`src/rtl/tdpt_pkg.sv`:
```
// ----------------------------------------------------------------------------
// tdpt_pkg
// Shared widths, constants and controller/datapath interface types for the
// trial-division prime test.
// ----------------------------------------------------------------------------
`default_nettype none

package tdpt_pkg;

    // Candidate width at the port and inside the datapath
    localparam int IN_W    = 32;
    localparam int VALUE_W = 32;

    // Divisor register holds one past sqrt(2^VALUE_W - 1)
    localparam int DIV_W   = VALUE_W / 2 + 1;
    // Running square of the divisor, one bit wider than the candidate
    localparam int SQ_W    = VALUE_W + 1;
    // Partial remainder of the long division, holds up to 2*divisor
    localparam int REM_W   = DIV_W + 1;
    // Bit counter for one long division
    localparam int CNT_W   = $clog2(VALUE_W);
    // Reported divisor width
    localparam int OUT_W   = 16;

    localparam int FIRST_DIVISOR = 2;

    // Commands from controller to datapath
    typedef struct packed {
        logic load;        // latch a new candidate, reset divisor to 2
        logic set_result;  // capture a verdict into the result stage
        logic res_prime;   // verdict: prime
        logic res_found;   // verdict: current divisor divides the candidate
        logic start_div;   // begin long division by the current divisor
        logic div_step;    // one restoring-division bit
        logic next_div;    // advance to the next divisor
        logic out_load;    // move the result stage to the output register
    } cmd_t;

    // Status from datapath to controller
    typedef struct packed {
        logic below_two;   // candidate below 2
        logic sq_gt;       // divisor squared exceeds candidate
        logic div_last;    // last bit of the long division
        logic rem_zero;    // remainder is zero
    } status_t;

endpackage

`default_nettype wire

```
`src/rtl/tdpt_datapath.sv`:
```
// ----------------------------------------------------------------------------
// tdpt_datapath
// Candidate and divisor registers, running divisor square, bit-serial
// restoring remainder unit and the result/output registers.
// ----------------------------------------------------------------------------
`default_nettype none

module tdpt_datapath (
    input  wire logic                        clk,
    input  wire logic                        rst_n,
    input  wire logic [tdpt_pkg::IN_W-1:0]   candidate_value,
    input  wire tdpt_pkg::cmd_t              cmd,
    output tdpt_pkg::status_t                status,
    output logic                             is_prime,
    output logic [tdpt_pkg::OUT_W-1:0]       smallest_divisor
);

    logic [tdpt_pkg::VALUE_W-1:0] cand_reg,  cand_next;
    logic [tdpt_pkg::DIV_W-1:0]   div_reg,   div_next;
    logic [tdpt_pkg::SQ_W-1:0]    sq_reg,    sq_next;
    logic [tdpt_pkg::REM_W-1:0]   rem_reg,   rem_next;
    logic [tdpt_pkg::VALUE_W-1:0] shift_reg, shift_next;
    logic [tdpt_pkg::CNT_W-1:0]   cnt_reg,   cnt_next;
    logic                         res_prime_reg, res_prime_next;
    logic [tdpt_pkg::OUT_W-1:0]   res_div_reg,   res_div_next;
    logic                         out_prime_reg, out_prime_next;
    logic [tdpt_pkg::OUT_W-1:0]   out_div_reg,   out_div_next;

    logic [tdpt_pkg::REM_W-1:0]   trial;
    logic [tdpt_pkg::REM_W-1:0]   div_ext;

    // One restoring step: bring down the next candidate bit, subtract if it fits
    assign trial   = {rem_reg[tdpt_pkg::REM_W-2:0], shift_reg[tdpt_pkg::VALUE_W-1]};
    assign div_ext = {1'b0, div_reg};

    // Next-state logic for the datapath registers
    always_comb
    begin
        cand_next      = cand_reg;
        div_next       = div_reg;
        sq_next        = sq_reg;
        rem_next       = rem_reg;
        shift_next     = shift_reg;
        cnt_next       = cnt_reg;
        res_prime_next = res_prime_reg;
        res_div_next   = res_div_reg;
        out_prime_next = out_prime_reg;
        out_div_next   = out_div_reg;

        if (cmd.load)
        begin
            cand_next = tdpt_pkg::VALUE_W'(candidate_value);
            div_next  = tdpt_pkg::DIV_W'(tdpt_pkg::FIRST_DIVISOR);
            sq_next   = tdpt_pkg::SQ_W'(tdpt_pkg::FIRST_DIVISOR * tdpt_pkg::FIRST_DIVISOR);
        end

        if (cmd.start_div)
        begin
            rem_next   = '0;
            shift_next = cand_reg;
            cnt_next   = '0;
        end

        if (cmd.div_step)
        begin
            rem_next   = (trial >= div_ext) ? (trial - div_ext) : trial;
            shift_next = {shift_reg[tdpt_pkg::VALUE_W-2:0], 1'b0};
            cnt_next   = cnt_reg + 1'b1;
        end

        // (d+1)^2 = d^2 + 2d + 1
        if (cmd.next_div)
        begin
            div_next = div_reg + 1'b1;
            sq_next  = sq_reg + tdpt_pkg::SQ_W'({div_reg, 1'b1});
        end

        if (cmd.set_result)
        begin
            res_prime_next = cmd.res_prime;
            res_div_next   = cmd.res_found ? tdpt_pkg::OUT_W'(div_reg) : '0;
        end

        if (cmd.out_load)
        begin
            out_prime_next = res_prime_reg;
            out_div_next   = res_div_reg;
        end
    end

    // Payload registers, no reset needed
    always_ff @(posedge clk)
    begin
        cand_reg      <= cand_next;
        div_reg       <= div_next;
        sq_reg        <= sq_next;
        rem_reg       <= rem_next;
        shift_reg     <= shift_next;
        res_prime_reg <= res_prime_next;
        res_div_reg   <= res_div_next;
        out_prime_reg <= out_prime_next;
        out_div_reg   <= out_div_next;
    end

    // Bit counter
    always_ff @(posedge clk or negedge rst_n)
    begin
        if (!rst_n)
        begin
            cnt_reg <= '0;
        end
        else
        begin
            cnt_reg <= cnt_next;
        end
    end

    // Status back to the controller
    always_comb
    begin
        status.below_two = (cand_reg[tdpt_pkg::VALUE_W-1:1] == '0);
        status.sq_gt     = (sq_reg > {1'b0, cand_reg});
        status.div_last  = (cnt_reg == tdpt_pkg::CNT_W'(tdpt_pkg::VALUE_W - 1));
        status.rem_zero  = (rem_reg == '0);
    end

    assign is_prime         = out_prime_reg;
    assign smallest_divisor = out_div_reg;

endmodule

`default_nettype wire

```
`config.mk`:
```
export PLATFORM = sky130hd
export DESIGN_NAME = tdpt_datapath
export DESIGN_NICKNAME = d
export VERILOG_FILES = /design/src/rtl/tdpt_pkg.sv /design/src/rtl/tdpt_datapath.sv
export SDC_FILE = /design/constraint.sdc
export NUM_CORES = 1
export LEC_CHECK = 0
export ABC_AREA = 1
export BUFFER_PORTS_ARGS = -buffer_cell sky130_fd_sc_hd__buf_2
export CORE_MARGIN = 10
export CORE_UTILIZATION = 50
export CTS_BUF_LIST = sky130_fd_sc_hd__clkbuf_4 sky130_fd_sc_hd__clkbuf_8
export DETAILED_ROUTE_END_ITERATION = 8
export PLACE_DENSITY = 0.67
export RECOVER_POWER = 25
export SETUP_SLACK_MARGIN = 0.3
export SYNTH_ARGS = -nofsm -noshare
export SYNTH_HDL_FRONTEND = slang
export SYNTH_SLANG_ARGS = --single-unit
```
`constraint.sdc`:
```
create_clock -name clk -period 2 [get_ports clk]
set_clock_uncertainty 0.15 [all_clocks]
set_input_delay 0.4 -clock clk [delete_from_list [all_inputs] [get_ports clk]]
set_output_delay 0.4 -clock clk [all_outputs]
set_load 0.02 [all_outputs]
```
# Yosys cells after proc, flatten, opt, wreduce, memory -nomap -nowiden

Cells that the tools add are included.

Register bits after elaboration: 171
Bits of input ports: 42
Output and inout bits: 21

Muxes and demuxes: 11
$add $sub $neg: 4
Reductions and logical operators: 4
$lt $le $gt $ge: 2
Equal/unequal tests: 1

Operator list:

| operator                                      | count |
|---|---|
| two-way mux 33 bit                            | 2 |
| two-way mux 32 bit                            | 2 |
| two-way mux 18 bit                            | 3 |
| two-way mux 17 bit                            | 2 |
| adder 33 x 18 -> 33 bit                       | 1 |
| greater-than comparator 33 x 32 -> 1 bit      | 1 |
| zero test 31 bit                              | 1 |
| >= comparator 18 x 17 -> 1 bit                | 1 |
| zero test 18 bit                              | 1 |
| subtractor 18 x 17 -> 18 bit                  | 1 |
| adder 17 x 1 -> 17 bit, second input constant | 1 |
| two-way mux 5 bit                             | 2 |
| adder 5 x 1 -> 5 bit, second input constant   | 1 |
| == test 5 bit, second input constant          | 1 |
| nonzero test 2 bit                            | 2 |

# Logic depth before layout (Yosys ltp)

Depth in word-level cells: 3
Depth in mapped cells: 15

# Worst setup path after synthesis

No wires, ideal clock.

Path kind: register to register
From: register div_reg[0] (netlist bit)
To: register rem_reg[16] (netlist bit), data pin
Library setup time: 252 ps
Data arrival time: 1792 ps
Stages on the path, launching flop included: 13
Path buffers: 0
Clock period less this slack: 2195 ps
Path slack: -195 ps
Cells stage by stage: edfxtp_1 ha_1 fa_1 nor2_1 o21ai_0 nand2_1 nand2_1 nand2_1 nand2_1 nand2_1 nand2_1 inv_2 nor2_2

Cells in the longest elaborated chain, start to end: 3
Elaborated cells between the ends (all ways): 4

Ends and longest elaborated chain:

| what                                                                                  | RTL line            | RTL |
|---|---|---|
| from (decl)                                                                           | tdpt_datapath.sv:19 | `logic [tdpt_pkg::DIV_W-1:0] div_reg, div_next;` |
| from (signal assigned)                                                                | tdpt_datapath.sv:95 | `div_reg <= div_next;` |
| subtractor 18 x 17 -> 18 bit / >= comparator 18 x 17 -> 1 bit (equally long branches) | tdpt_datapath.sv:66 | `rem_next = (trial >= div_ext) ? (trial - div_ext) : trial;` |
| two-way mux 18 bit *                                                                  | tdpt_datapath.sv:66 |  |
| two-way mux 18 bit *                                                                  | tdpt_datapath.sv:64 | `if (cmd.div_step)` |
| to (signal assigned)                                                                  | tdpt_datapath.sv:97 | `rem_reg <= rem_next;` |
| to (decl)                                                                             | tdpt_datapath.sv:21 | `logic [tdpt_pkg::REM_W-1:0] rem_reg, rem_next;` |

Mark *: on every way between the ends. The rest lies on a longest branch, timed or not.
A chain may end at the register's enable or synchronous reset.

==> results.py <==
metrics = {
    "synthesis": {
        "ys_seq_area_frac": 0.490,
        "async_flop_share": 0.0292,
        "avgSynthCellArea_sq_um": 8.29,
        "syn_area_sq_um": 10400,
        "ys_warn_count": 0,
        "synth_edf_count": 165,
        "yosysUniqueCellTypes": 39,
        "syn_inst": 1254,
        "synthFlopType": "edfxtp_1",
        "ys_ff_latch": 171,
        "syn_nets": 1367,
    },
    "run_status": {
        "status": "finished with violations",
        "violations": "setup timing",
    },
    "floorplan": {
        "core_area_sq_um": 20400,
        "die_w_um": 164,
        "pin_count": 63,
        "die_area_sq_um": 27000,
        "std_cell_rows": 52,
        "die_height_um": 164,
        "start_util": 0.511,
    },
    "pwr": {
        "combPwrFrac": 0.577,
        "ir_worst_vdd_mv": 0.615,
        "switching_share": 0.416,
        "p_seq_frac": 0.278,
        "power.density_nw_per_um2": 1140,
        "p_sw_mw": 7.48,
        "leakagePower_nw": 7.43,
        "clkPwrFrac": 0.146,
        "cellInternalPower_mw": 10.5,
    },
    "placement": {
        "gp_congestion": 0.918,
        "hpwl_mm": 20.8,
        "place_area_sq_um": 12600,
        "dp.cells": 1740,
        "portBuffers": 62,
    },
    "setup_path": {
        "worstSetupEndpointType": "output port",
        "max_stage_delay_ps": 500,
        "cp_data_required_time_ps": 1450,
        "regToRegEndpoint": "rem_reg[16]$_SDFFCE_PN0P_",
        "worst_setup_path_start_kind": "flop",
        "cp_max_fo": 2,
        "cp.buffers_inverters": 2,
        "cp_top_family": "simple AND/OR/NAND/NOR gates",
        "reg2reg_slack_ps": -480,
        "reg2regPathDepth": 14,
        "cp_cell_sequence": "ha_1 -> nand2_1 -> nor2_1 -> nand2_1 -> nor2_2 -> nand3b_1 -> nand3_1 -> nand2_2 -> inv_2 -> buf_6",
        "crit_top_cell": "nand2_1",
        "rr_startpoint": "div_reg[13]$_SDFFCE_PN0P_",
        "cp_slowest_cell": "edfxtp_1",
        "criticalPathCategory": "flop to output port",
        "crit_arrival_ps": 2230,
    },
    "finish": {
        "finish.utilization": 0.773,
        "nNetsFinal": 1741,
        "final_cell_mix": "281 x nand2_1, 197 x buf_4, 165 x edfxtp_1",
        "drive_gt1_frac": 0.424,
        "largest_register_ffs": 33,
        "fin_area_sq_um": 15700,
        "instances_no_fill": 1913,
        "final_common_cell": "nand2_1",
        "syn_to_final_growth_pct": 51.4,
    },
    "clock_network": {
        "clock_sinks": 171,
        "cts_buffers": 17,
        "insertion_delay_ps": 500,
        "clkTransAtPathRegs_ps": 110,
        "htree_levels": 4,
        "clockBufferDepth": 2,
        "cts_tree": "done",
        "root_buffer": "clkbuf_8",
    },
    "hold_path": {
        "hp-class": "input pin to flop",
        "hold_end": "cnt_reg[0]$_DFFE_PN0P_",
        "hold_depth": 4,
        "worstHoldStart": "cmd[3]",
    },
    "timing": {
        "hold_viol_final": 0,
        "fmax_mhz": 360,
        "rsz0062_at_grt": "yes",
        "drv_slew": 0,
        "tightest_slew_ps": 946,
        "max_slew_margin": 0.369,
        "post-route-period-util": 1.39,
        "setup_violations": 57,
        "period_minus_slack_ps": 2780,
        "fin_ws_ps": -777,
    },
    "route": {
        "vias": 10400,
        "first_pass_iters": 5,
        "wirelength_mm": 35.3,
        "drc": 0,
        "wl_per_cell_um": 18.5,
        "viasPerCell": 5.42,
        "drt_iter0_markers": 781,
        "ant_nets": 0,
    },
    "global_routing": {
        "grt_pass1_wl_mm": 50.2,
        "grt.total_usage": 0.237,
        "grt_max_degree": 51,
        "grt_pass1_vias": 9936,
        "grt_antenna_before_repair": 2,
        "grt-ovfl-total": 0,
    },
    "flow_run": {
        "max-cap-violations": 0,
    },
}
-- metrics by stage --
step	setup TNS, ps	setup WS [ps]	total power, mW	hold slack [ps]
detailed placement	-8850	-294	11.1	69.1
CTS	-11100	-786	16.2	62.5
global placement	-8280	-279	11.0	69.4
floorplan	-880	-71.6	8.78	-45.6
finish	-17430	-777	18.0	88.2
global route	-21880	-908	18.8	112
-- power by group through the flow --
stage	sequential, mW	combinational [mW]	clock [mW]
2_1_floorplan	4.99	3.78	0
4_1_cts	4.97	8.57	2.62
3_3_place_gp	5.03	6.00	0
5_1_grt	5.03	11.0	2.76
3_5_place_dp	5.04	6.10	0
6_report	5.00	10.4	2.62
-- worst min-delay path, delay by kind of cell --
family | cells | cell delay, ps
AND/OR/NAND/NOR | 2 | 110
buffers and inverters | 1 | 110
AO/OA/AOI/OAI | 1 | 70
-- per-layer routing --
metal	global-route usage	wire (um)	up-vias
met5	0	0	-
met1	0.273	13300	4881
li1	-	-	4860
met2	0.403	17300	470
met4	0.147	2330	0
met3	0.0403	2360	167
-- kinds of logic (layout without fill, tap and decap cells) --
group / count (synthesis) / after routing / synth area share
AOI/OAI and AO/OA: 143 / 143 / 0.0751
and+or+nand+nor: 633 / 633 / 0.256
xor gates and xnor gates: 9 / 9 / 0.00758
adders and majority gates: 71 / 71 / 0.0869
DFF: 171 / 171 / 0.490
other: 0 / 2 / 0
buffers and inverters: 227 / 614 / 0.0841
-- cell usage after synthesis (2+ instances only) --
library cell | number | share of area
a21oi_1 | 68 | 0.033
nor4_1 | 9 | 0.0054
nor2_2 | 14 | 0.0084
inv_2 | 7 | 0.0025
o21bai_2 | 6 | 0.0065
nand4_1 | 14 | 0.0084
ha_1 | 69 | 0.083
edfxtp_1 | 165 | 0.48
nand2_1 | 387 | 0.14
nand3b_1 | 10 | 0.0072
clkbuf_1 | 14 | 0.0051
and2_1 | 2 | 0.0012
fa_1 | 2 | 0.0039
nand2_2 | 3 | 0.0018
dfrtp_1 | 5 | 0.012
or2_2 | 5 | 0.0030
inv_1 | 201 | 0.073
nor2_1 | 114 | 0.041
xnor2_1 | 4 | 0.0034
a22o_1 | 2 | 0.0017
xor2_1 | 5 | 0.0042
nor3_1 | 20 | 0.0096
o21a_1 | 4 | 0.0029
nand3_1 | 49 | 0.024
o21ai_0 | 58 | 0.028
nand3_2 | 2 | 0.0019
buf_6 | 3 | 0.0032
-- layout make-up --
class                   instances  area [sq um]
clock buffers                  19           249
inverters                     209           801
diodes                          2          5.00
well taps                     270           338
multi-input cells             856          5900
flip-flops and latches        171          5100
fillers                      1272          4620
repair buffers                373          3200
clock inverters                13           155
-- worst max path at each step --
stage,slack (ps),from,endpoint,depth (start not counted)
floorplan,-70,div_reg[9]$_SDFFCE_PN0P_,rem_reg[16]$_SDFFCE_PN0P_,13
global placement,-280,div_reg[10]$_SDFFCE_PN0P_,sq_reg[25]$_SDFFCE_PN0P_,11
finish,-780,sq_reg[27]$_SDFFCE_PN0P_,status[2],10
CTS,-790,sq_reg[16]$_SDFFCE_PN0P_,status[2],11
detailed placement,-290,div_reg[10]$_SDFFCE_PN0P_,sq_reg[25]$_SDFFCE_PN0P_,11
global route,-910,sq_reg[4]$_SDFFCE_PN0P_,status[2],14
-- timing repair --
item / CTS / global route
endpoints found under the setup margin: 63 / 66
cloned: 5 / 0
pin swaps: 65 / 88
hold endpoints to repair: 38 / 0
setup buffers: 73 / 27
hold buffers: 34 / 0
gates resized for setup: 261 / 159
Power figures use the tool's default switching activity.
